## src/rtl/qmm_pkg.sv

```systemverilog
// ----------------------------------------------------------------------------
// qmm_pkg: shared definitions for the quad motor mixer
// Fixed-point widths, mixer constants and the square root unit status type.
// ----------------------------------------------------------------------------
package qmm_pkg;

	// Fixed-point format of setpoints and motor sums.
	localparam int FRAC_BITS = 12;
	localparam int DUTY_BITS = 8;
	localparam int ONE       = 1 << FRAC_BITS;
	localparam int DUTY_MAX  = (1 << DUTY_BITS) - 1;

	// Field and datapath widths.
	localparam int SP_W     = 14;
	localparam int MIX_W    = SP_W + 2;
	localparam int ROOT_W   = FRAC_BITS + 1;
	localparam int RAD_W    = 2 * ROOT_W;
	localparam int CNT_W    = 16;
	localparam int MOTORS   = 4;
	localparam int MOT_W    = $clog2(MOTORS);

	// Reset value of the timeout register.
	localparam logic [CNT_W-1:0] TIMEOUT_RESET = CNT_W'(1000);

	// Item kinds.
	localparam logic ACT_CMD  = 1'b0;
	localparam logic ACT_TICK = 1'b1;

	// Status of the iterative square root unit.
	typedef struct packed {
		logic busy;
		logic done;
	} sqrt_stat_t;

endpackage

```

## src/rtl/qmm_isqrt.sv

```systemverilog
// ----------------------------------------------------------------------------
// qmm_isqrt: iterative integer square root
// Restoring digit recurrence, two radicand bits and one root bit per cycle.
// ----------------------------------------------------------------------------
module qmm_isqrt (
	input  logic                           clk,
	input  logic                           arst_n,
	input  logic                           start,
	input  logic [qmm_pkg::RAD_W-1:0]      radicand,
	output logic [qmm_pkg::ROOT_W-1:0]     root,
	output qmm_pkg::sqrt_stat_t            stat
);

	localparam int RW  = qmm_pkg::ROOT_W;
	localparam int SCW = $clog2(RW);

	logic [qmm_pkg::RAD_W-1:0] rad_q;
	logic [RW:0]               rem_q;
	logic [RW-1:0]             root_q;
	logic [SCW-1:0]            cnt_q;
	logic                      busy_q;
	logic                      done_q;

	logic [RW+1:0] rem_sh;
	logic [RW+1:0] trial;
	logic [RW+1:0] diff;
	logic          fits;

	// One recurrence step: bring down two bits and try the next root bit.
	always_comb begin
		rem_sh = {rem_q[RW-1:0], rad_q[qmm_pkg::RAD_W-1 -: 2]};
		trial  = {root_q, 2'b01};
		fits   = (rem_sh >= trial);
		diff   = rem_sh - trial;
	end

	// Sequencing: step count, busy and a one-cycle done pulse.
	always_ff @(posedge clk or negedge arst_n) begin
		if (!arst_n) begin
			cnt_q  <= '0;
			busy_q <= 1'b0;
			done_q <= 1'b0;
		end else if (start) begin
			cnt_q  <= '0;
			busy_q <= 1'b1;
			done_q <= 1'b0;
		end else if (busy_q) begin
			if (cnt_q == SCW'(RW - 1)) begin
				busy_q <= 1'b0;
				done_q <= 1'b1;
			end else begin
				cnt_q <= cnt_q + SCW'(1);
			end
		end else begin
			done_q <= 1'b0;
		end
	end

	// Datapath registers.
	always_ff @(posedge clk) begin
		if (start) begin
			rad_q  <= radicand;
			rem_q  <= '0;
			root_q <= '0;
		end else if (busy_q) begin
			rad_q <= rad_q << 2;
			if (fits) begin
				rem_q  <= diff[RW:0];
				root_q <= {root_q[RW-2:0], 1'b1};
			end else begin
				rem_q  <= rem_sh[RW:0];
				root_q <= {root_q[RW-2:0], 1'b0};
			end
		end
	end

	assign root      = root_q;
	assign stat.busy = busy_q;
	assign stat.done = done_q;

endmodule

```

## src/rtl/quad_motor_mixer_failsafe_top.sv

```systemverilog
// ----------------------------------------------------------------------------
// quad_motor_mixer_failsafe_top: X-layout motor mixer with command timeout
// A valid command runs, per motor, a mix state and the shared square root unit
// (13 steps, then its done pulse), then a commit state. A new item is taken only
// when idle, after the last one is committed; ticks and rejected commands go
// straight to the commit state. A stalled result holds the commit state.
// Reset disarms the block, zeroes the duties and loads a timeout of 1000.
// ----------------------------------------------------------------------------
module quad_motor_mixer_failsafe_top (
	input  logic                             clk,
	input  logic                             arst_n,
	// Input channel.
	input  logic                             in_valid,
	output logic                             in_stall,
	input  logic                             action,
	input  logic signed [qmm_pkg::SP_W-1:0]  thrust,
	input  logic signed [qmm_pkg::SP_W-1:0]  roll,
	input  logic signed [qmm_pkg::SP_W-1:0]  pitch,
	input  logic signed [qmm_pkg::SP_W-1:0]  yaw,
	// Result channel.
	output logic                             out_valid,
	input  logic                             out_stall,
	output logic [qmm_pkg::DUTY_BITS-1:0]    duty_front_left,
	output logic [qmm_pkg::DUTY_BITS-1:0]    duty_front_right,
	output logic [qmm_pkg::DUTY_BITS-1:0]    duty_back_left,
	output logic [qmm_pkg::DUTY_BITS-1:0]    duty_back_right,
	output logic                             is_armed,
	output logic                             accepted,
	output logic                             timed_out,
	// Timeout register write port.
	input  logic                             cfg_wen,
	input  logic [qmm_pkg::CNT_W-1:0]        cfg_wdata
);

	localparam int SW = qmm_pkg::SP_W;
	localparam int MW = qmm_pkg::MIX_W;
	localparam int RW = qmm_pkg::ROOT_W;
	localparam int DW = qmm_pkg::DUTY_BITS;
	localparam int PW = RW + DW;
	localparam int NM = qmm_pkg::MOTORS;
	localparam int MTW = qmm_pkg::MOT_W;
	localparam int CW = qmm_pkg::CNT_W;

	localparam logic signed [SW-1:0] SP_ONE  = SW'(qmm_pkg::ONE);
	localparam logic signed [MW-1:0] MIX_ONE = MW'(qmm_pkg::ONE);

	typedef enum logic [1:0] {
		ST_IDLE,
		ST_MIX,
		ST_ROOT,
		ST_FIN
	} state_t;

	state_t                 state_q;
	logic [MTW-1:0]         mot_q;
	logic                   act_q;
	logic                   cmd_ok_q;
	logic signed [SW-1:0]   thr_q;
	logic signed [SW-1:0]   rol_q;
	logic signed [SW-1:0]   pit_q;
	logic signed [SW-1:0]   yaw_q;
	logic [DW-1:0]          new_duty_q [NM];
	logic [DW-1:0]          duty_q [NM];
	logic                   armed_q;
	logic [CW-1:0]          elapsed_q;
	logic [CW-1:0]          timeout_q;

	logic                   out_valid_q;
	logic [DW-1:0]          out_duty_q [NM];
	logic                   out_armed_q;
	logic                   out_acc_q;
	logic                   out_tmo_q;

	// Clamp a setpoint to plus or minus one.
	function automatic logic signed [SW-1:0] clamp_sp(input logic signed [SW-1:0] v);
		logic signed [SW-1:0] r;
		if (v < -SP_ONE) begin
			r = -SP_ONE;
		end else if (v > SP_ONE) begin
			r = SP_ONE;
		end else begin
			r = v;
		end
		return r;
	endfunction

	// X-layout mixing for one motor.
	function automatic logic signed [MW-1:0] mix_sum(
		input logic [MTW-1:0]      idx,
		input logic signed [SW-1:0] t,
		input logic signed [SW-1:0] r,
		input logic signed [SW-1:0] p,
		input logic signed [SW-1:0] y
	);
		logic signed [MW-1:0] te, re, pe, ye, s;
		te = MW'(t);
		re = MW'(r);
		pe = MW'(p);
		ye = MW'(y);
		case (idx)
			MTW'(0): s = te - re + pe + ye;
			MTW'(1): s = te + re + pe - ye;
			MTW'(2): s = te - re - pe - ye;
			default: s = te + re - pe + ye;
		endcase
		return s;
	endfunction

	// Mix and clamp the current motor, form the radicand for the root unit.
	logic signed [MW-1:0]   mix;
	logic [RW-1:0]          mclamp;
	logic [qmm_pkg::RAD_W-1:0] radicand;
	logic                   sqrt_start;
	logic [RW-1:0]          root;
	qmm_pkg::sqrt_stat_t    sqrt_stat;

	always_comb begin
		mix = mix_sum(mot_q, thr_q, rol_q, pit_q, yaw_q);
		if (mix < 0) begin
			mclamp = '0;
		end else if (mix > MIX_ONE) begin
			mclamp = RW'(qmm_pkg::ONE);
		end else begin
			mclamp = mix[RW-1:0];
		end
		radicand   = qmm_pkg::RAD_W'({mclamp, {qmm_pkg::FRAC_BITS{1'b0}}});
		sqrt_start = (state_q == ST_MIX);
	end

	qmm_isqrt u_isqrt (
		.clk      (clk),
		.arst_n   (arst_n),
		.start    (sqrt_start),
		.radicand (radicand),
		.root     (root),
		.stat     (sqrt_stat)
	);

	// Scale the root to the duty range, truncating.
	logic [PW-1:0] prod;
	logic [DW-1:0] scaled;

	always_comb begin
		prod   = PW'(root) * PW'(qmm_pkg::DUTY_MAX);
		scaled = prod[qmm_pkg::FRAC_BITS +: DW];
	end

	// Next state for the commit cycle: arming, tick counting and failsafe.
	logic          in_xfer;
	logic          out_free;
	logic          thr_ok;
	logic [CW-1:0] tick_cnt;
	logic          nxt_armed;
	logic [CW-1:0] nxt_elapsed;
	logic [DW-1:0] nxt_duty [NM];
	logic          nxt_acc;
	logic          nxt_tmo;

	always_comb begin
		in_xfer  = in_valid && !in_stall;
		out_free = !out_valid_q || !out_stall;
		thr_ok   = (thrust >= 0) && (thrust <= SP_ONE);
		tick_cnt = (elapsed_q == '1) ? elapsed_q : elapsed_q + CW'(1);

		nxt_armed   = armed_q;
		nxt_elapsed = elapsed_q;
		nxt_duty    = duty_q;
		nxt_acc     = 1'b0;
		nxt_tmo     = 1'b0;
		if (act_q == qmm_pkg::ACT_CMD) begin
			if (cmd_ok_q) begin
				nxt_armed   = 1'b1;
				nxt_elapsed = '0;
				nxt_duty    = new_duty_q;
				nxt_acc     = 1'b1;
			end
		end else if (armed_q) begin
			if (tick_cnt > timeout_q) begin
				nxt_armed   = 1'b0;
				nxt_elapsed = '0;
				for (int i = 0; i < NM; i++) begin
					nxt_duty[i] = '0;
				end
				nxt_tmo = 1'b1;
			end else begin
				nxt_elapsed = tick_cnt;
			end
		end
	end

	// Sequencer, block state and the result register.
	always_ff @(posedge clk or negedge arst_n) begin
		if (!arst_n) begin
			state_q     <= ST_IDLE;
			mot_q       <= '0;
			act_q       <= qmm_pkg::ACT_CMD;
			cmd_ok_q    <= 1'b0;
			thr_q       <= '0;
			rol_q       <= '0;
			pit_q       <= '0;
			yaw_q       <= '0;
			armed_q     <= 1'b0;
			elapsed_q   <= '0;
			timeout_q   <= qmm_pkg::TIMEOUT_RESET;
			out_valid_q <= 1'b0;
			out_armed_q <= 1'b0;
			out_acc_q   <= 1'b0;
			out_tmo_q   <= 1'b0;
			for (int i = 0; i < NM; i++) begin
				new_duty_q[i] <= '0;
				duty_q[i]     <= '0;
				out_duty_q[i] <= '0;
			end
		end else begin
			if (cfg_wen) begin
				timeout_q <= cfg_wdata;
			end
			// The commit cycle reloads the result register itself.
			if (out_valid_q && !out_stall && (state_q != ST_FIN)) begin
				out_valid_q <= 1'b0;
			end
			case (state_q)
				ST_IDLE: begin
					if (in_xfer) begin
						act_q    <= action;
						cmd_ok_q <= thr_ok;
						thr_q    <= thrust;
						rol_q    <= clamp_sp(roll);
						pit_q    <= clamp_sp(pitch);
						yaw_q    <= clamp_sp(yaw);
						mot_q    <= '0;
						if ((action == qmm_pkg::ACT_CMD) && thr_ok) begin
							state_q <= ST_MIX;
						end else begin
							state_q <= ST_FIN;
						end
					end
				end
				ST_MIX: begin
					state_q <= ST_ROOT;
				end
				ST_ROOT: begin
					if (sqrt_stat.done) begin
						new_duty_q[mot_q] <= scaled;
						if (mot_q == MTW'(NM - 1)) begin
							state_q <= ST_FIN;
						end else begin
							mot_q   <= mot_q + MTW'(1);
							state_q <= ST_MIX;
						end
					end
				end
				ST_FIN: begin
					if (out_free) begin
						armed_q     <= nxt_armed;
						elapsed_q   <= nxt_elapsed;
						duty_q      <= nxt_duty;
						out_duty_q  <= nxt_duty;
						out_armed_q <= nxt_armed;
						out_acc_q   <= nxt_acc;
						out_tmo_q   <= nxt_tmo;
						out_valid_q <= 1'b1;
						state_q     <= ST_IDLE;
					end
				end
				default: begin
					state_q <= ST_IDLE;
				end
			endcase
		end
	end

	assign in_stall         = (state_q != ST_IDLE);
	assign out_valid        = out_valid_q;
	assign duty_front_left  = out_duty_q[0];
	assign duty_front_right = out_duty_q[1];
	assign duty_back_left   = out_duty_q[2];
	assign duty_back_right  = out_duty_q[3];
	assign is_armed         = out_armed_q;
	assign accepted         = out_acc_q;
	assign timed_out        = out_tmo_q;

	// A failsafe stop always leaves the block disarmed with all duties at zero.
	a_tmo_stops: assert property (@(posedge clk) disable iff (!arst_n)
		out_valid && timed_out |-> !is_armed && !accepted &&
			duty_front_left == '0 && duty_front_right == '0 &&
			duty_back_left == '0 && duty_back_right == '0)
		else $error("failsafe result is not a full stop");

	// An accepted command always leaves the block armed.
	a_acc_arms: assert property (@(posedge clk) disable iff (!arst_n)
		out_valid && accepted |-> is_armed)
		else $error("accepted command did not arm");

	// The root unit only runs while the sequencer waits for it.
	a_sqrt_busy: assert property (@(posedge clk) disable iff (!arst_n)
		sqrt_stat.busy |-> state_q == ST_ROOT)
		else $error("square root unit busy outside the root state");

	// A new result is loaded only by a commit, as the sequencer leaves the commit
	// state.
	a_load: assert property (@(posedge clk) disable iff (!arst_n)
		$rose(out_valid) |-> $past(state_q) == ST_FIN && state_q == ST_IDLE)
		else $error("result loaded outside a commit");

endmodule
```

## config.mk

```make
export PLATFORM = sky130hd
export DESIGN_NAME = quad_motor_mixer_failsafe_top
export DESIGN_NICKNAME = d
export VERILOG_FILES = /design/src/rtl/qmm_pkg.sv /design/src/rtl/qmm_isqrt.sv /design/src/rtl/quad_motor_mixer_failsafe_top.sv
export SDC_FILE = /design/constraint.sdc
export NUM_CORES = 1
export LEC_CHECK = 0
export BUFFER_PORTS_ARGS = -buffer_cell sky130_fd_sc_hd__buf_2
export CAP_MARGIN = 10
export CORE_MARGIN = 3
export CORE_UTILIZATION = 55
export DETAILED_ROUTE_END_ITERATION = 12
export PLACE_DENSITY = 0.73
export SYNTH_ARGS = -nofsm -noshare
export SYNTH_HDL_FRONTEND = slang
export SYNTH_SLANG_ARGS = --single-unit
```

## constraint.sdc

```tcl
create_clock -name clk -period 7.46 [get_ports clk]
set_input_delay 0.746 -clock clk [delete_from_list [all_inputs] [get_ports clk]]
set_output_delay 0.746 -clock clk [all_outputs]
set_load 0.005 [all_outputs]
```

==> results.md, run 1 <==
- The count of cell types in the netlist is 87.
- Data arrives at the worst endpoint at 6.76 ns.
- Row generation in the floorplan step produced between 60 and 70 rows.
- The floorplan step set the die height to approximately 180 microns.
- The placeable core region is about 0.031 sq mm.
- The critical path goes through inv_1 > ha_1 > nor2b_1 > o21ai_0 > a21boi_0 > o21ai_0 > a21boi_0 > o21ai_0 > a21oi_1 > o41ai_1 > xnor2_1 > fa_1 > nand2_1 > a21o_1 > a21o_1 > a221oi_1 > xnor2_1 > a2111oi_0 > a32oi_1 > or4_1 > o21ai_2.
- The HPWL after detailed placement is 32.6 mm.
- The via count of the first global-routing pass was around 14,000.
- The area of the die is approximately 0.034 sq mm.
- On the critical path the largest part of the delay comes from compound AO/OA/AOI/OAI gates.
- The main flop type after synthesis is sky130_fd_sc_hd__dfrtp_1.
- The number of sinks driven by the clock tree is 208.
- The element type at the critical path end is a register.
- In the routed design, unresolved DRC markers number 0.
- The number of vias per cell is approximately 5.8.
- The number of violations reported at the end of detailed-routing iteration 0 is 737.
- The count of final hold-check violations was 0.
- The total of buffers placed on input and output ports is 114.
- STA puts the critical path data required time at around 7.8 ns.
- The gate count after technology mapping is 1,845.
- During I/O placement, the number of pins put on the boundary was 115.
- On the worst path, the slowest cell contributes a delay of 0.76 ns.
- The async set or reset register ratio after synthesis is between 80% and 90%.
- The maximum number of buffers from clock root to sink is 3.
- The number of hold buffers added after CTS was 0.
- The sequential share of the synthesized area is 29.7%.
- The run finished with clean final reports.
- The final-report setup violation count is 0.
- In this run the worst hold path is classified as input pin to asynchronous set/reset pin.
- The clock period could shrink to about 6.4 ns.
- Synthesis produced a netlist with a net count of 2,195.
- Across the run, the number of max-cap violations was 0.
- The total negative slack for setup checks is 0 ns.
- The initial antenna violation count is 0.
- The slowest stage of the critical path belongs to the cell sky130_fd_sc_hd__or4_1.
- The final period utilization is 85.6%.
- The number of buffer and inverter instances along the worst setup path is 1.
- The post-synthesis instance area is 0.0173 sq mm.
- The cell at the root of the clock tree is sky130_fd_sc_hd__clkbuf_16.
- Once detail routing completed, the nets flagged for antenna violations numbered 0.
- Routability-driven placement finished with a final weighted congestion of approximately 0.93.
- The number of CTS-inserted buffers is 25.
- Buffers added to address setup during post-CTS repair amount to 0.
- In this run the number of H-tree levels came out at 1.
- The final layout contains 2,288 nets.
- The wire length of the first global-routing pass is 68.7 mm.
- The fraction of final layout cells with drive strength greater than 1 is 11.6%.
- Averaged over all synthesized cells, the footprint is 9.38 sq um.
- The worst-case clock skew is approximately 0.010 ns.
- Timing would allow up to 157 MHz.
- The number of enable flip-flop cells after synthesis is 13.
- The most numerous cell type found on the critical path is sky130_fd_sc_hd__o21ai_0.
- For this run, the number of Yosys warnings is 0.
- The measured slew at the worst slew-check pin is ~1 ns.
- The wire length per cell is about 18 microns.
- STA classifies the critical path startpoint as a register.
- The count of vias placed by the detailed router is 13,647.
- The starting density of the core is 56.1%.
- The max-slew violation total from the final report was 0.
- Once the clock tree was built, the resizer swapped 0 gates to a different size.
- The antenna diode count is 0.
- The length of the first detailed-routing pass in iterations is 8.
- The total overflow left after global routing is 0.
- Setup repair after global routing left no endpoint under its margin.
- The growth of design area from synthesis to finish is 10.1%.
- The pin count of the biggest net entering global routing is 100.
- The clock latency of the later-clocked register in the worst-skew pair is 0.54 ns.
- In the global route stage, overall resource usage came out at 24.8%.
- The clock tree from TritonCTS is built.
- The worst max-slew margin expressed relative to the limit is 33.8%.
- The total length of routed wires is around 41 mm.
- After synthesis the netlist holds a flip-flop and latch count of 208.
- Cells fill 61.8% of the core in the end.
- The worst setup path is of the register to register kind.
- Clock-pin slew was measured on the worst setup and hold paths at 0.06 ns.
- The count of fill cells added during filler insertion is 2,619.
- The die extent in x is 183 microns.
- Along the worst path, the maximum fanout reaches 8.
## layer usage
metal	wire length [microns]	global-route usage (%)	vias up	share of wire, %
li1	-	-	6632	-
met2	20200	43.0	354	49
met4	795	5.70	0	1.9
met3	2150	3.13	55	5.2
met5	0	0	-	0
met1	18400	33.3	6606	44
## cells by family after synthesis
logic type	synth area share [%]
AOI/OAI and AO/OA	18.0
xor gates and xnor gates	5.16
adders and majority gates	24.9
buffers and inverters	5.72
DFF	29.7
muxes	3.43
and+or+nand+nor	13.1
## path summary, 6_finish.rpt
path,start,slack (ns),end,cells past startpoint
setup / recovery,rol_q[1],1.07,u_isqrt.rad_q[16],21
hold / removal,arst_n,0.31,duty_back_left[0],1
setup reg to reg,rol_q[1],1.07,u_isqrt.rad_q[16],21
hold reg to reg,timed_out,0.48,timed_out,1
max in group asynchronous,arst_n,5.65,rol_q[12],2
min in group clk,cfg_wdata[2],0.42,timeout_q[2],3
## state kept, by name (all words and copies together), names as in the netlist, 2 cells and up
signal and count:
thr_q 14, state_q 2, elapsed_q 16, rol_q 14, duty_front_left 8, duty_back_left 8, u_isqrt.cnt_q 4, yaw_q 14
u_isqrt.rad_q 14, new_duty_q 32, u_isqrt.rem_q 13, mot_q 2, duty_back_right 8, timeout_q 16, duty_front_right 8, pit_q 14
u_isqrt.root 13
## final cells by class
cell class	instances	area [sq um]	share of cell area (%)
multi-input combinational	1386	11200	58.7
sequential	208	5140	27.0
clock buffer	38	764	4.01
inverter	191	717	3.76
timing repair buffer	126	667	3.50
tap	396	495	2.60
clock inverter	8	83.8	0.440
## placed cells by master, fill, tap and decap left out, drive strengths merged, types with 38 or more instances in the layout
cell / Yosys / routed
inv: 189 / 191
clkbuf: 48 / 38
a22o: 48 / 48
buf: 12 / 126
nor3: 61 / 61
ha: 155 / 155
fa: 117 / 117
dfrtp: 162 / 162
nand2: 133 / 133
a21oi: 93 / 93
o21ai: 134 / 134
nor2: 165 / 165
xnor2: 68 / 68
## cells in the mapped netlist (7+ instances only)
master | n | area share, %
sky130_fd_sc_hd__inv_1 | 188 | 4.1
sky130_fd_sc_hd__nor2_1 | 163 | 3.5
sky130_fd_sc_hd__dfrtp_1 | 162 | 23
sky130_fd_sc_hd__ha_1 | 155 | 11
sky130_fd_sc_hd__nand2_1 | 133 | 2.9
sky130_fd_sc_hd__o21ai_0 | 129 | 3.7
sky130_fd_sc_hd__fa_1 | 117 | 14
sky130_fd_sc_hd__a21oi_1 | 92 | 2.7
sky130_fd_sc_hd__xnor2_1 | 68 | 3.4
sky130_fd_sc_hd__nor3_1 | 61 | 1.8
sky130_fd_sc_hd__clkbuf_1 | 48 | 1.0
sky130_fd_sc_hd__a22o_1 | 47 | 2.4
sky130_fd_sc_hd__xor2_1 | 34 | 1.7
sky130_fd_sc_hd__a21o_1 | 32 | 1.4
sky130_fd_sc_hd__mux2i_1 | 30 | 1.7
sky130_fd_sc_hd__dfxtp_1 | 27 | 3.1
sky130_fd_sc_hd__a31oi_1 | 26 | 0.94
sky130_fd_sc_hd__mux2_2 | 26 | 1.7
sky130_fd_sc_hd__a211oi_1 | 22 | 0.95
sky130_fd_sc_hd__nand3_1 | 20 | 0.58
sky130_fd_sc_hd__o21a_1 | 18 | 0.78
sky130_fd_sc_hd__nand2b_1 | 16 | 0.58
sky130_fd_sc_hd__nor4_1 | 16 | 0.58
sky130_fd_sc_hd__nor2b_1 | 14 | 0.51
sky130_fd_sc_hd__edfxtp_1 | 13 | 2.3
sky130_fd_sc_hd__nand4_1 | 10 | 0.36
sky130_fd_sc_hd__o31ai_1 | 10 | 0.43
sky130_fd_sc_hd__o21bai_1 | 9 | 0.39
sky130_fd_sc_hd__and4_1 | 8 | 0.40
sky130_fd_sc_hd__or3_1 | 8 | 0.29
sky130_fd_sc_hd__a21boi_0 | 7 | 0.30
sky130_fd_sc_hd__a221oi_1 | 7 | 0.35
## through the flow
step                area, sq um  cells  hold slack (ns)  worst slack [ns]
detailed placement        18200   2307            0.472              1.19
floorplan                 17300   1845            0.446              2.00
global placement          18200   2307            0.463              1.39
finish                    19100   2353            0.306              1.07
global route              19100   2353            0.353             0.628
CTS                       19100   2353            0.332              1.14
Power of run 1 is not shown: default switching activity piles up to over one toggle a cycle in this logic, so the estimate is an artifact.
==> inputs of run 2 (changes only) <==
--- a/config.mk
+++ b/config.mk
@@ -7,7 +7,7 @@
 export LEC_CHECK = 0
 export BUFFER_PORTS_ARGS = -buffer_cell sky130_fd_sc_hd__buf_2
 export CAP_MARGIN = 10
-export CORE_MARGIN = 3
+export CORE_MARGIN = 1.5
 export CORE_UTILIZATION = 55
 export DETAILED_ROUTE_END_ITERATION = 12
 export PLACE_DENSITY = 0.73
==> run 2 against run 1 <==
Effect of this change: the flow now finishes with violations (design-rule violations); clock skew shrank 0.0030 ns; register-to-register slack barely moved; global-route usage increased by 0.73 points; die area decreased by 3.2%; utilization is 0.051 points lower; critical path depth rose by 3; hold slack gained 0.0012 ns; design area fell by 0.34%; non-clock buffer count down 2; wire length decreased by 0.75%; setup slack got worse by 0.0098 ns; sequential cell count stayed put; critical path type unchanged; largest cell class unchanged; highest routed layer unchanged.
==> results.md, run 2 (synthesis gave the netlist of run 1 again) <==
- The flow ran to the end, but the final reports show violations.
- The checks that failed: design-rule violations.
- The clock tree from TritonCTS is built.
- The length of the first detailed-routing pass in iterations was 10 (+2).
- The number of H-tree levels is 1 (unchanged).
- From synthesis to final layout, the design area changed by 9.74%.
- The class of the tightest hold or removal check is input pin to asynchronous set/reset pin.
- The final-report setup violation count is 0 (unchanged).
- The total of buffers placed on input and output ports is 114 (unchanged).
- Leaving out fill and tap cells, the most frequent cells in the layout are sky130_fd_sc_hd__inv_1, sky130_fd_sc_hd__nor2_1, sky130_fd_sc_hd__dfrtp_1.
- The worst setup path is captured at a register.
- The total negative slack for setup checks is 0 ns (unchanged).
- The slack of the critical path came to 1.06 ns (-0.00978 ns).
- Setup repair after global routing left no endpoint under its margin.
- The initial antenna violation count came to 0 (unchanged).
- The clock edge transition at the registers on the reported setup and hold paths is 0.06 ns (about the same).
- The clock latency of the later-clocked register in the worst-skew pair is 0.53 ns (about the same).
- The maximum clock frequency is 156 MHz (-0.15%).
- The shortest clock period the worst path allows after layout is 6.40 ns (+0.00978 ns).
- The placeable core region is 0.0307 sq mm (-0.26%).
- The worst-case clock skew came to 0.00744 ns (-0.00296 ns).
- The worst max-slew margin expressed relative to the limit is 32.8% (-0.98 points).
- The measured slew at the worst slew-check pin is 1.01 ns (+0.0147 ns).
- The number of primary I/O pins is 115 (unchanged).
- The number of flip-flops in the largest register is 32 (unchanged).
- The wire length per cell is 17.5 microns (-0.54%).
- The number of sinks driven by the clock tree is 208 (unchanged).
- Counting flops per register, the top entry is new_duty_q.
- Leaving out fill and tap cells, the most frequent cell in the layout is sky130_fd_sc_hd__inv_1.
- STA classifies the critical path startpoint as a register.
- The reported max-cap violation count is 0 (unchanged).
- The number of vias per cell came to 5.80 (about the same).
- The data required time of the critical path is 7.84 ns (about the same).
- The die extent in x is 180 microns (-1.6%).
- The global-route usage over all layers is 25.5% (+0.73 points).
- The height of the chip is 180 microns (-1.6%).
- The max-slew violation total from the final report came to 0 (unchanged).
- The pin count of the biggest net entering global routing was 98 (-2.0%).
- The standard-cell row count was 64 (unchanged).
- The HPWL after detailed placement is 32.4 mm (-0.64%).
- The via count of the first global-routing pass is 13,605 (-1.8%).
- The count of buffers added by post-CTS timing repair for setup came to 0 (unchanged).
- The wire length of the first global-routing pass is 68.0 mm (-1.1%).
- The count of antenna-violating nets left after detailed routing is 0 (unchanged).
- The worst setup slack before clock tree synthesis is 1.14 ns (-0.0514 ns).
- The count of final hold-check violations is 0 (unchanged).
- The arrival time of data at the critical path endpoint was 6.77 ns (about the same).
- The global route total overflow is 0 (unchanged).
- The antenna diode count is 0 (unchanged).
- The number of violations reported at the end of detailed-routing iteration 0 is 784 (+6.4%).
- The net count of the finished layout is 2,285 (-0.13%).
- The starting density of the core was 56.3% (+0.15 points).
- The post-cts sizing count was 0 (unchanged).
- The remaining routing DRC violations is 8 (+8).
- The largest fanout of any net on the critical path was 7 (-1).
- The maximum number of buffers from clock root to sink was 3 (unchanged).
- The area of the die is 0.0325 sq mm (-3.2%).
- The cell at the root of the clock tree is sky130_fd_sc_hd__clkbuf_16.
- The total length of routed wires is 41.2 mm (-0.75%).
- The post-cts hold buffer count was 0 (unchanged).
- The weighted congestion reported at the end of routability-driven placement is 0.939 (+0.49%).
- The fraction of final layout cells with drive strength greater than 1 is 11.4% (-0.18 points).
- The count of vias placed by the detailed router is 13,626 (-0.15%).
- The final period utilization is 85.7% (+0.13 points).
- The number of CTS-inserted buffers came to 24 (-4.0%).
- The path type of the worst setup path is register to register.
- In the final layout, the registers with the most flip-flops are new_duty_q: 32 flops, elapsed_q: 16 flops, timeout_q: 16 flops.
==> run 2: cell count changes in the layout (fill, tap and decap cells not counted), sizes merged <==
cell      delta
buf          -2
clkinv       +1
clkinvlp     +1
inv          -2
clkbuf       -3
==> run 2: layer usage <==
metal | GRT usage, % | wire length (microns) | up-vias
met1 | 34.3 | 18800 | 6602
li1 | - | - | 6613
met2 | 43.2 | 19400 | 330
met5 | 0 | 0 | -
met4 | 7.76 | 1210 | 0
met3 | 3.05 | 1840 | 81
==> run 2: final timing paths <==
| path | from | to | slack (ns) | depth (start not counted) |
|---|---|---|---|---|
| worst max-delay path | rol_q[1] | u_isqrt.rad_q[17] | 1.06 | 24 |
| worst min-delay path | arst_n | duty_back_left[2] | 0.31 | 1 |
| worst max register to register | rol_q[1] | u_isqrt.rad_q[17] | 1.06 | 24 |
| worst min register to register | timed_out | timed_out | 0.47 | 1 |
| max in group asynchronous | arst_n | elapsed_q[2] | 5.66 | 2 |
| min in group clk | cfg_wdata[7] | timeout_q[7] | 0.43 | 3 |
==> run 2: final cells by class <==
cell class	count	area [sq um]
sequential	208	5140
clock inverter	8	81.3
clock buffer	35	712
fill	2663	11800
timing repair buffer	124	652
multi-input combinational	1386	11200
tap	396	495
inverter	191	717
==> run 2: per-stage QoR <==
stage	instance area (sq um)	util (%)	hold slack, ns	instances
floorplan	17300	-	0.446	1845
global placement	18200	59.2	0.457	2305
detailed placement	18200	59.2	0.462	2305
CTS	19000	61.8	0.326	2348
global route	19000	61.8	0.353	2348
finish	19000	61.8	0.307	2348
==> run 2: critical path, cell delays in order, from the launching register on <==
cell	delay, ns
sky130_fd_sc_hd__dfrtp_1	0.41
sky130_fd_sc_hd__inv_1	0.10
sky130_fd_sc_hd__ha_1	0.30
sky130_fd_sc_hd__nor2b_1	0.13
sky130_fd_sc_hd__o21ai_0	0.10
sky130_fd_sc_hd__a21boi_0	0.27
sky130_fd_sc_hd__o21ai_0	0.16
sky130_fd_sc_hd__a21boi_0	0.25
sky130_fd_sc_hd__o21ai_0	0.14
sky130_fd_sc_hd__a21oi_1	0.26
sky130_fd_sc_hd__nor2_1	0.08
sky130_fd_sc_hd__xor2_1	0.19
sky130_fd_sc_hd__fa_1	0.56
sky130_fd_sc_hd__inv_1	0.08
sky130_fd_sc_hd__ha_1	0.39
sky130_fd_sc_hd__nand4_1	0.15
sky130_fd_sc_hd__nor4_1	0.42
sky130_fd_sc_hd__nor3_1	0.17
sky130_fd_sc_hd__o211ai_1	0.32
sky130_fd_sc_hd__a21oi_1	0.14
sky130_fd_sc_hd__mux2i_1	0.13
sky130_fd_sc_hd__a2111oi_0	0.35
sky130_fd_sc_hd__a32oi_1	0.17
sky130_fd_sc_hd__or4_1	0.76
sky130_fd_sc_hd__o21ai_2	0.20
Power of run 2 is left out for the same reason.
